**config.mk**
```make
export PLATFORM = sky130hd
export DESIGN_NAME = http_request_head_parser_unit_flat
export DESIGN_NICKNAME = d
export VERILOG_FILES = /design/src/hdl/hrhp_pkg.sv /design/src/hdl/hrhp_if.sv /design/src/hdl/http_request_head_parser_unit.sv /design/src/hdl/hrhp_method_match.sv /design/src/hdl/hrhp_parse_step.sv /design/src/flat_wrapper.sv
export SDC_FILE = /design/constraint.sdc
export NUM_CORES = 1
export LEC_CHECK = 0
export ABC_AREA = 1
export ABC_CLOCK_PERIOD_IN_PS = 6870
export BUFFER_PORTS_ARGS = -buffer_cell sky130_fd_sc_hd__buf_4
export CAP_MARGIN = 20
export CORE_MARGIN = 3
export CORE_UTILIZATION = 45
export DETAILED_ROUTE_END_ITERATION = 12
export GPL_ROUTABILITY_DRIVEN = 0
export HOLD_SLACK_MARGIN = 0.08
export MAX_ROUTING_LAYER = met4
export SYNTH_ARGS = -nofsm -noshare
export SYNTH_HDL_FRONTEND = slang
export SYNTH_SLANG_ARGS = --single-unit
export TNS_END_PERCENT = 1
```
**constraint.sdc**
```tcl
create_clock -name clk_i -period 6.87 [get_ports clk_i]
set_clock_uncertainty 0.05 [all_clocks]
set_input_delay 0.687 -clock clk_i [delete_from_list [all_inputs] [get_ports clk_i]]
set_output_delay 0.687 -clock clk_i [all_outputs]
set_load 0.03 [all_outputs]
```
**src/hdl/hrhp_pkg.sv**
```systemverilog
// Shared types, constants and helper functions of the HTTP request head parser.
// Holds the method token table, the parse phase and result codes, and the stage structs.
// Depends on nothing; every other file of the block but hrhp_if imports it.
`default_nettype none

package hrhp_pkg;

  localparam int unsigned NumMethods = 8;
  localparam int unsigned ByteW      = 8;
  localparam int unsigned CountW     = 16;
  localparam int unsigned AddrCntW   = 8;
  localparam int unsigned MethodW    = 3;

  // Bytes at a lower index than this end the head too early.
  localparam logic [CountW-1:0] ShortHeadLimit = 16'd8;

  localparam logic [ByteW-1:0] CharSpace    = 8'h20;
  localparam logic [ByteW-1:0] CharLf       = 8'h0A;
  localparam logic [ByteW-1:0] CharCr       = 8'h0D;
  localparam logic [ByteW-1:0] CharQuestion = 8'h3F;

  localparam logic [ByteW-1:0]  AddrMaxReset  = 8'd127;
  localparam logic [CountW-1:0] HeadMaxReset  = 16'd4096;

  // Configuration register indexes.
  localparam logic CfgAddrMax = 1'b0;
  localparam logic CfgHeadMax = 1'b1;

  // Method codes that skip the address.
  localparam logic [MethodW-1:0] MethodHead    = 3'd2;
  localparam logic [MethodW-1:0] MethodOptions = 3'd7;

  // Method tokens, first character in the top byte, padded with a filler that is never compared.
  localparam logic [63:0] TokenText [NumMethods] = '{
    "GET ####", "PUT ####", "HEAD ###", "SOURCE #",
    "POST ###", "DELETE #", "PATCH ##", "OPTIONS "
  };

  // Position of the trailing space in each token.
  localparam logic [2:0] TokenLast [NumMethods] = '{
    3'd3, 3'd3, 3'd4, 3'd6, 3'd4, 3'd6, 3'd5, 3'd7
  };

  typedef enum logic [1:0] {
    PH_METHOD  = 2'd0,
    PH_ADDRESS = 2'd1,
    PH_SKIP    = 2'd2,
    PH_DONE    = 2'd3
  } phase_e;

  typedef enum logic [1:0] {
    KIND_ADDRESS = 2'd0,
    KIND_DONE    = 2'd1,
    KIND_ERROR   = 2'd2
  } kind_e;

  typedef enum logic [1:0] {
    ERR_NONE           = 2'd0,
    ERR_UNKNOWN_METHOD = 2'd1,
    ERR_HEAD_SHORT     = 2'd2,
    ERR_HEAD_LONG      = 2'd3
  } error_e;

  typedef struct packed {
    logic [ByteW-1:0] data_byte;
    logic             start_of_request;
  } item_t;

  typedef struct packed {
    logic [ByteW-1:0]  address_max_bytes;
    logic [CountW-1:0] max_head_length;
  } cfg_t;

  typedef struct packed {
    logic [NumMethods-1:0] cand;
    logic                  hit;
    logic [MethodW-1:0]    method;
  } match_t;

  typedef struct packed {
    kind_e               kind;
    logic [ByteW-1:0]    address_byte;
    logic [MethodW-1:0]  method;
    logic [AddrCntW-1:0] address_length;
    error_e              error_code;
  } result_t;

  function automatic logic [ByteW-1:0] token_char(input logic [MethodW-1:0] m,
                                                  input logic [2:0] pos);
    logic [63:0] text;
    text = TokenText[m];
    return text[63 - 8 * int'(pos) -: 8];
  endfunction

  // Lowest set candidate bit; zero when none is set.
  function automatic logic [MethodW-1:0] first_method(input logic [NumMethods-1:0] cand);
    logic [MethodW-1:0] m;
    m = '0;
    for (int i = NumMethods - 1; i >= 0; i--) begin
      if (cand[i]) begin
        m = MethodW'(i);
      end
    end
    return m;
  endfunction

endpackage

`default_nettype wire

```
**src/hdl/hrhp_if.sv**
```systemverilog
// Valid/ready channel interfaces of the HTTP request head parser.
// hrhp_in_if carries request bytes, hrhp_out_if carries result items.
// Self-contained; used by the top level and the testbench.
`default_nettype none

interface hrhp_in_if;
  logic       valid;
  logic       ready;
  logic [7:0] data_byte;
  logic       start_of_request;

  modport source (output valid, output data_byte, output start_of_request, input ready);
  modport sink   (input valid, input data_byte, input start_of_request, output ready);
endinterface

interface hrhp_out_if;
  logic       valid;
  logic       ready;
  logic [1:0] kind;
  logic [7:0] address_byte;
  logic [2:0] method;
  logic [7:0] address_length;
  logic [1:0] error_code;

  modport source (output valid, output kind, output address_byte, output method,
                  output address_length, output error_code, input ready);
  modport sink   (input valid, input kind, input address_byte, input method,
                  input address_length, input error_code, output ready);
endinterface

`default_nettype wire

```
**src/hdl/http_request_head_parser_unit.sv**
```systemverilog
// Top level of the HTTP request head parser: input register, parse step, result register.
// Also holds the two configuration registers.
// Depends on hrhp_pkg, hrhp_if and hrhp_parse_step.
//
//   Channel   Direction  Payload
//   req_in    in         data_byte[7:0], start_of_request
//   res_out   out        kind[1:0], address_byte[7:0], method[2:0],
//                        address_length[7:0], error_code[1:0]
//   cfg       in         cfg_we_i, cfg_idx_i, cfg_data_i[15:0]
//
// Each byte is held in the input register, and the parse step settles between that
// register and the result register, which captures the result as the byte leaves.
// One byte is taken per cycle unless the result register is stalled.
// The parse step advances only when the result register is empty or being emptied.
// A stalled result register holds its item while the input register takes one more byte.
// Reset clears the parse state and sets both configuration registers to their defaults.
`default_nettype none

module http_request_head_parser_unit
  import hrhp_pkg::*;
(
  input  logic              clk_i,
  input  logic              rst_ni,
  hrhp_in_if.sink           req_in,
  hrhp_out_if.source        res_out,
  input  logic              cfg_we_i,
  input  logic              cfg_idx_i,
  input  logic [CountW-1:0] cfg_data_i
);

  logic    in_valid_q;
  item_t   in_item_q;
  logic    out_valid_q;
  result_t out_res_q;
  cfg_t    cfg_q;
  logic    advance;
  logic    step_valid;
  result_t step_res;

  always_ff @(posedge clk_i or negedge rst_ni) begin
    if (!rst_ni) begin
      cfg_q.address_max_bytes <= AddrMaxReset;
      cfg_q.max_head_length   <= HeadMaxReset;
    end else if (cfg_we_i) begin
      unique case (cfg_idx_i)
        CfgAddrMax: cfg_q.address_max_bytes <= cfg_data_i[ByteW-1:0];
        CfgHeadMax: cfg_q.max_head_length   <= cfg_data_i;
        default: begin
        end
      endcase
    end
  end

  assign advance      = in_valid_q && (!out_valid_q || res_out.ready);
  assign req_in.ready = !in_valid_q || advance;

  always_ff @(posedge clk_i or negedge rst_ni) begin
    if (!rst_ni) begin
      in_valid_q <= 1'b0;
    end else if (req_in.valid && req_in.ready) begin
      in_valid_q <= 1'b1;
    end else if (advance) begin
      in_valid_q <= 1'b0;
    end
  end

  always_ff @(posedge clk_i) begin
    if (req_in.valid && req_in.ready) begin
      in_item_q.data_byte        <= req_in.data_byte;
      in_item_q.start_of_request <= req_in.start_of_request;
    end
  end

  hrhp_parse_step u_step (
    .clk_i       (clk_i),
    .rst_ni      (rst_ni),
    .step_i      (advance),
    .item_i      (in_item_q),
    .cfg_i       (cfg_q),
    .res_valid_o (step_valid),
    .res_o       (step_res)
  );

  always_ff @(posedge clk_i or negedge rst_ni) begin
    if (!rst_ni) begin
      out_valid_q <= 1'b0;
    end else if (advance && step_valid) begin
      out_valid_q <= 1'b1;
    end else if (res_out.ready) begin
      out_valid_q <= 1'b0;
    end
  end

  always_ff @(posedge clk_i) begin
    if (advance && step_valid) begin
      out_res_q <= step_res;
    end
  end

  assign res_out.valid          = out_valid_q;
  assign res_out.kind           = out_res_q.kind;
  assign res_out.address_byte   = out_res_q.address_byte;
  assign res_out.method         = out_res_q.method;
  assign res_out.address_length = out_res_q.address_length;
  assign res_out.error_code     = out_res_q.error_code;

endmodule

`default_nettype wire

```
**src/hdl/hrhp_method_match.sv**
```systemverilog
// Method token matcher: drops candidates whose token disagrees with the current byte.
// Reports a completed token when a candidate's trailing space is matched.
// Depends on hrhp_pkg for the token table and the match struct.
`default_nettype none

module hrhp_method_match
  import hrhp_pkg::*;
(
  input  logic [ByteW-1:0]      data_byte_i,
  input  logic [CountW-1:0]     byte_idx_i,
  input  logic [NumMethods-1:0] cand_i,
  output match_t                match_o
);

  logic       in_range;
  logic [2:0] pos;

  assign in_range = (byte_idx_i[CountW-1:3] == '0);
  assign pos      = byte_idx_i[2:0];

  always_comb begin
    logic keep;
    match_o = '0;
    for (int i = 0; i < NumMethods; i++) begin
      keep = cand_i[i] && in_range && (pos <= TokenLast[i]) &&
             (token_char(MethodW'(i), pos) == data_byte_i);
      match_o.cand[i] = keep;
      if (keep && (pos == TokenLast[i])) begin
        match_o.hit    = 1'b1;
        match_o.method = MethodW'(i);
      end
    end
  end

endmodule

`default_nettype wire

```
**src/hdl/hrhp_parse_step.sv**
```systemverilog
// Parse state and per-byte step logic of the HTTP request head parser.
// Holds the phase, counters and candidates; produces at most one result per byte.
// Depends on hrhp_pkg and hrhp_method_match.
`default_nettype none

module hrhp_parse_step
  import hrhp_pkg::*;
(
  input  logic    clk_i,
  input  logic    rst_ni,
  input  logic    step_i,
  input  item_t   item_i,
  input  cfg_t    cfg_i,
  output logic    res_valid_o,
  output result_t res_o
);

  phase_e                phase_q, phase_d;
  logic [CountW-1:0]     byte_cnt_q, byte_cnt_d;
  logic [NumMethods-1:0] cand_q, cand_d;
  logic [AddrCntW-1:0]   addr_cnt_q, addr_cnt_d;
  logic                  prev_break_q, prev_break_d;
  logic [1:0]            lf_run_q, lf_run_d;

  phase_e                phase_s;
  logic [CountW-1:0]     byte_idx;
  logic [NumMethods-1:0] cand_s;
  logic [AddrCntW-1:0]   addr_cnt_s;
  logic                  prev_break_s;
  logic [1:0]            lf_run_s;
  logic [ByteW-1:0]      b;
  match_t                match;

  // A start of request clears the state ahead of this byte.
  always_comb begin
    if (item_i.start_of_request) begin
      phase_s      = PH_METHOD;
      byte_idx     = '0;
      cand_s       = '1;
      addr_cnt_s   = '0;
      prev_break_s = 1'b0;
      lf_run_s     = '0;
    end else begin
      phase_s      = phase_q;
      byte_idx     = byte_cnt_q;
      cand_s       = cand_q;
      addr_cnt_s   = addr_cnt_q;
      prev_break_s = prev_break_q;
      lf_run_s     = lf_run_q;
    end
  end

  assign b = item_i.data_byte;

  hrhp_method_match u_match (
    .data_byte_i (b),
    .byte_idx_i  (byte_idx),
    .cand_i      (cand_s),
    .match_o     (match)
  );

  always_comb begin
    logic              is_break;
    logic              is_delim;
    logic              head_end;
    logic [1:0]        lf_tmp;
    logic [CountW:0]   consumed;

    phase_d      = phase_s;
    byte_cnt_d   = byte_idx;
    cand_d       = cand_s;
    addr_cnt_d   = addr_cnt_s;
    prev_break_d = prev_break_s;
    lf_run_d     = lf_run_s;
    res_valid_o  = 1'b0;
    res_o        = '0;
    head_end     = 1'b0;
    lf_tmp       = '0;

    is_break = (b == CharLf) || (b == CharCr);
    is_delim = is_break || (b == CharSpace) || (b == CharQuestion);
    consumed = {1'b0, byte_idx} + {{CountW{1'b0}}, 1'b1};

    if (phase_s != PH_DONE) begin
      unique case (phase_s)
        PH_METHOD: begin
          cand_d = match.cand;
          if (match.hit) begin
            cand_d = '0;
            cand_d[match.method] = 1'b1;
            phase_d = ((match.method == MethodHead) || (match.method == MethodOptions)) ?
                      PH_SKIP : PH_ADDRESS;
          end else if (match.cand == '0) begin
            phase_d = PH_SKIP;
          end
        end
        PH_ADDRESS: begin
          if (is_delim) begin
            phase_d = PH_SKIP;
          end else if (addr_cnt_s < cfg_i.address_max_bytes) begin
            addr_cnt_d           = addr_cnt_s + 1'b1;
            res_valid_o          = 1'b1;
            res_o.kind           = KIND_ADDRESS;
            res_o.address_byte   = b;
            res_o.method         = first_method(cand_s);
            res_o.address_length = addr_cnt_s + 1'b1;
          end
        end
        default: begin
        end
      endcase

      if (is_break) begin
        lf_tmp = prev_break_s ? lf_run_s : 2'd0;
        if (b == CharLf) begin
          lf_tmp = lf_tmp + 2'd1;
        end
        lf_run_d     = lf_tmp;
        prev_break_d = 1'b1;
        head_end     = (lf_tmp >= 2'd2);
      end else begin
        prev_break_d = 1'b0;
      end

      if (head_end) begin
        phase_d              = PH_DONE;
        res_valid_o          = 1'b1;
        res_o                = '0;
        res_o.address_length = addr_cnt_d;
        if (byte_idx < ShortHeadLimit) begin
          res_o.kind       = KIND_ERROR;
          res_o.error_code = ERR_HEAD_SHORT;
        end else if ((phase_s == PH_METHOD) || (cand_d == '0)) begin
          res_o.kind       = KIND_ERROR;
          res_o.error_code = ERR_UNKNOWN_METHOD;
        end else begin
          res_o.kind   = KIND_DONE;
          res_o.method = first_method(cand_d);
        end
      end else begin
        byte_cnt_d = (byte_idx == '1) ? byte_idx : byte_idx + 1'b1;
        if (consumed >= {1'b0, cfg_i.max_head_length}) begin
          phase_d              = PH_DONE;
          res_valid_o          = 1'b1;
          res_o                = '0;
          res_o.kind           = KIND_ERROR;
          res_o.error_code     = ERR_HEAD_LONG;
          res_o.address_length = addr_cnt_d;
        end
      end
    end
  end

  always_ff @(posedge clk_i or negedge rst_ni) begin
    if (!rst_ni) begin
      phase_q      <= PH_METHOD;
      byte_cnt_q   <= '0;
      cand_q       <= '1;
      addr_cnt_q   <= '0;
      prev_break_q <= 1'b0;
      lf_run_q     <= '0;
    end else if (step_i) begin
      phase_q      <= phase_d;
      byte_cnt_q   <= byte_cnt_d;
      cand_q       <= cand_d;
      addr_cnt_q   <= addr_cnt_d;
      prev_break_q <= prev_break_d;
      lf_run_q     <= lf_run_d;
    end
  end

endmodule

`default_nettype wire

```
**src/flat_wrapper.sv**
```systemverilog
// flat-port wrapper written by rule: the top's interface ports become plain ports
module http_request_head_parser_unit_flat import hrhp_pkg::*;
  (clk_i, rst_ni, cfg_we_i, cfg_idx_i, cfg_data_i, req_in_valid, req_in_data_byte, req_in_start_of_request, req_in_ready, res_out_valid, res_out_kind, res_out_address_byte, res_out_method, res_out_address_length, res_out_error_code, res_out_ready);
  hrhp_in_if req_in_i ();
  hrhp_out_if res_out_i ();
  input  logic clk_i;
  input  logic rst_ni;
  input  logic cfg_we_i;
  input  logic cfg_idx_i;
  input  logic [CountW-1:0] cfg_data_i;
  input wire logic [$bits(req_in_i.valid)-1:0] req_in_valid;
  input wire logic [$bits(req_in_i.data_byte)-1:0] req_in_data_byte;
  input wire logic [$bits(req_in_i.start_of_request)-1:0] req_in_start_of_request;
  output wire logic [$bits(req_in_i.ready)-1:0] req_in_ready;
  output wire logic [$bits(res_out_i.valid)-1:0] res_out_valid;
  output wire logic [$bits(res_out_i.kind)-1:0] res_out_kind;
  output wire logic [$bits(res_out_i.address_byte)-1:0] res_out_address_byte;
  output wire logic [$bits(res_out_i.method)-1:0] res_out_method;
  output wire logic [$bits(res_out_i.address_length)-1:0] res_out_address_length;
  output wire logic [$bits(res_out_i.error_code)-1:0] res_out_error_code;
  input wire logic [$bits(res_out_i.ready)-1:0] res_out_ready;
  assign req_in_i.valid = req_in_valid;
  assign req_in_i.data_byte = req_in_data_byte;
  assign req_in_i.start_of_request = req_in_start_of_request;
  assign req_in_ready = req_in_i.ready;
  assign res_out_valid = res_out_i.valid;
  assign res_out_kind = res_out_i.kind;
  assign res_out_address_byte = res_out_i.address_byte;
  assign res_out_method = res_out_i.method;
  assign res_out_address_length = res_out_i.address_length;
  assign res_out_error_code = res_out_i.error_code;
  assign res_out_i.ready = res_out_ready;
  http_request_head_parser_unit u_core (.clk_i(clk_i), .rst_ni(rst_ni), .req_in(req_in_i), .res_out(res_out_i), .cfg_we_i(cfg_we_i), .cfg_idx_i(cfg_idx_i), .cfg_data_i(cfg_data_i));
endmodule
```
==> impl_metrics.env <==
export IMPL_ys_warn_count=0
export IMPL_setup_tns_ns=0
export IMPL_crit_required_ns=6.84
export IMPL_synth_area_mux_share=0
export IMPL_synth_xor_area_frac=0.02145
export IMPL_synth_compound_area_share=0.1185
export IMPL_worst_hold_path_type="in -> async"
export IMPL_synth_top_area_frac=0.1600
export IMPL_grt_start_max_net_pins=64
export IMPL_route_detailed_drc=0
export IMPL_avgSynthCellArea_um2=7.122
export IMPL_die_area_mm2=0.01790
export IMPL_final_cell_mix="nand2_1, inv_1, nor2_1, nand3_1, buf_4"
export IMPL_fin_util=0.5102
export IMPL_wl_mm=20.81
export IMPL_grt_pass1_vias=6532
export IMPL_synth_top_family_by_area="simple AND/OR/NAND/NOR gates"
export IMPL_stdcell_area_mm2=0.008134
export IMPL_critPathKind="reg -> reg"
export IMPL_drv_cap=0
export IMPL_clkLatencyLatePin_ns=0.35
export IMPL_gr_total_overflow=0
export IMPL_root_buffer="clkbuf_16"
export IMPL_die_x_um=133.8
export IMPL_instances_no_fill=1290
export IMPL_drt_iter0_markers=731
export IMPL_ys_types=53
export IMPL_htreeDepth=3
export IMPL_ir_worst_vdd_uv=127.1
export IMPL_num_vias=6888
export IMPL_ys_ff_latch=95
export IMPL_avgViaCountPerCell=5.340
export IMPL_cts_hold_buffers=0
export IMPL_drive_above_1_share=0.1536
export IMPL_holdWs_ns=0.3519
export IMPL_cts_buffers_inserted=9
export IMPL_grt_pass1_wl_mm=33.95
export IMPL_synth_area_mm2=0.007350
export IMPL_nets=1134
export IMPL_clock_sinks=95
export IMPL_crit_arrival_ns=5.13
export IMPL_crit_chain="inv_8, nand3_1, inv_1, nand2_1, nor4_4, nand3_2, nor4_2, nand2_1, nor3_2, xor2_1, ha_1, nand4_1, nor3_1, nand3_1, nor2_1, nor2_2, nand2_4, nor2_4, inv_2, nor2_1, nor2_2, buf_4"
export IMPL_antenna_cells=0
export IMPL_dpl_cell_area_mm2=0.007845
export IMPL_reg2reg_depth=22
export IMPL_timing_final_crit_share=0.7503
export IMPL_yosys_area_share_simple=0.3543
export IMPL_start_kind="register"
export IMPL_grt_usage=0.2444
export IMPL_antenna_found_initial=0
export IMPL_status="completed"
export IMPL_leakage_nw=3.965
export IMPL_avgRoutedWirePerCell_um=16.13
export IMPL_synth_nets=1097
export IMPL_detail_route_antenna_nets=0
export IMPL_cts_setup_buffers=0
export IMPL_crit_fanout=45
export IMPL_synthAdderAreaFrac=0.05788
export IMPL_rrSetupSlack_ns=1.72
export IMPL_dp_cells=1274
export IMPL_timing_fmax_mhz=194.0
export IMPL_yosysTopAreaCell="dfrtp_1"
export IMPL_layout_commonest_cell="nand2_1"
export IMPL_synth_area_top_cells="dfrtp_1, nand2_1, edfxtp_1"
export IMPL_start_util=0.4610
export IMPL_numPortBuffers=55
export IMPL_tritoncts="done"
export IMPL_areaGrowthSynthToFinish_pct=10.67
export IMPL_tightest_slew_ns=0.9697
export IMPL_slowest_stage="edfxtp_1"
export IMPL_synth_cells=1032
export IMPL_hold_viol_final=0
export IMPL_maxSlewViolCount=0
export IMPL_first_pass_iters=6
export IMPL_path_clk_slew_ns=0.07
export IMPL_clock_path_buffers=2
export IMPL_end_kind="register"
export IMPL_worstReg2RegStart="u_core.in_item_q[0]$_DFFE_PP_"
export IMPL_endpoint="u_core.res_out.address_byte[1]$_SDFFCE_PP0P_"
export IMPL_synth_seq_area_share=0.3480
export IMPL_relSlewSlack=0.3520
export IMPL_startpoint="u_core.in_item_q[0]$_DFFE_PP_"
export IMPL_core_mm2=0.01594
export IMPL_p_per_area_mw_per_mm2=225.0
export IMPL_rsz0062_at_grt="false"
export IMPL_fp_dieH_um=133.8
export IMPL_rows=46
export IMPL_cts_resized=0
export IMPL_min_period_ns=5.155
export IMPL_setup_viol=0
export IMPL_io_pins=56
export IMPL_worstReg2RegEnd="u_core.res_out.address_byte[1]$_SDFFCE_PP0P_"
export IMPL_dp_hpwl_mm=15.62
export IMPL_slowest_delay_ns=0.74
kinds of logic (layout without fill, tap and decap cells):
| logic type | after synthesis | count (layout) |
|---|---|---|
| AO/OA/AOI/OAI | 151 | 151 |
| XOR/XNOR | 18 | 18 |
| adder cells (fa/ha/maj) | 34 | 34 |
| buffers and inverters | 170 | 212 |
| flip-flops | 95 | 95 |
| AND/OR/NAND/NOR | 564 | 564 |
cell usage after synthesis, drive strengths merged:
library cell    n
o311ai          1
a31oi           7
o2111ai         2
ha             34
a21o            1
o22ai           5
o211ai          9
clkbuf         11
a21oi          43
buf            20
nor3b           2
o32ai           1
a211oi          1
xor2           16
nand3          95
inv           135
edfxtp         32
a21boi          1
nor2          140
clkinv          4
o31ai           2
nand2         287
dfrtp          47
dfstp          16
nand3b          5
nand4          18
nor4            6
o21a            4
o21ai          74
xnor2           2
nor3           11
per-layer routing:
| metal | share of wire | vias up | wire length, um | global-route usage |
|---|---|---|---|---|
| li1 | - | 3432 | - | - |
| met1 | 0.44 | 3132 | 9204 | 0.3194 |
| met2 | 0.47 | 278 | 9693 | 0.3933 |
| met3 | 0.062 | 46 | 1280 | 0.03113 |
| met4 | 0.031 | 0 | 635 | 0.08743 |
| met5 | 0 | - | 0 | - |
registers in the layout, summed over array words and instances, names as in the netlist, 3 cells and up:
signal / count
u_core.cfg_q: 24
u_core.u_step.byte_cnt_q: 16
u_core.in_item_q: 9
u_core.res_out.address_byte: 8
u_core.res_out.address_length: 8
u_core.u_step.addr_cnt_q: 8
u_core.u_step.cand_q: 8
u_core.res_out.method: 3
worst min-delay path by stage:
stage / start / depth (start not counted) / slack (ns) / end
6_report: rst_ni / 1 / 0.35 / u_core.u_step.addr_cnt_q[2]$_DFFE_PN0P_
5_1_grt: rst_ni / 1 / 0.44 / u_core.u_step.addr_cnt_q[1]$_DFFE_PN0P_
4_1_cts: rst_ni / 1 / 0.41 / u_core.u_step.addr_cnt_q[2]$_DFFE_PN0P_
3_5_place_dp: u_core.cfg_q[2]$_DFFE_PN0P_ / 2 / 0.42 / u_core.cfg_q[2]$_DFFE_PN0P_
3_3_place_gp: u_core.cfg_q[4]$_DFFE_PN0P_ / 2 / 0.42 / u_core.cfg_q[4]$_DFFE_PN0P_
2_1_floorplan: rst_ni / 0 / 0.34 / u_core.cfg_q[0]$_DFFE_PN0P_
area by class of cell:
type / count / area, um2
clock inverter: 6 / 60.06
multi-input combinational: 767 / 4060
timing repair buffer: 57 / 427.9
fill: 1615 / 7809
clock buffer: 10 / 229.0
sequential: 95 / 2557
inverter: 139 / 529.3
tap: 216 / 270.3
per-stage QoR:
step	worst slack [ns]	total power, mW
after floorplan	2.032	1.161
after global placement	1.974	1.325
after detailed placement	1.780	1.327
after CTS	1.701	1.833
after global routing	1.312	1.958
final	1.715	1.830
worst max-delay path, delay by kind of cell, from the launching register on:
| family | cells | cell delay [ns] |
|---|---|---|
| buffers and inverters | 4 | 1.03 |
| adders and majority gates | 1 | 0.32 |
| and+or+nand+nor | 16 | 2.50 |
| DFF | 1 | 0.74 |
| xor gates and xnor gates | 1 | 0.12 |
power by group:
part	leakage [nW]	total [mW]	switching, mW	internal [mW]
sequential	1.07	0.718	0.0623	0.656
clock	0.140	0.498	0.216	0.281
combinational	2.75	0.614	0.423	0.191
(Power assumes the default switching activity.)
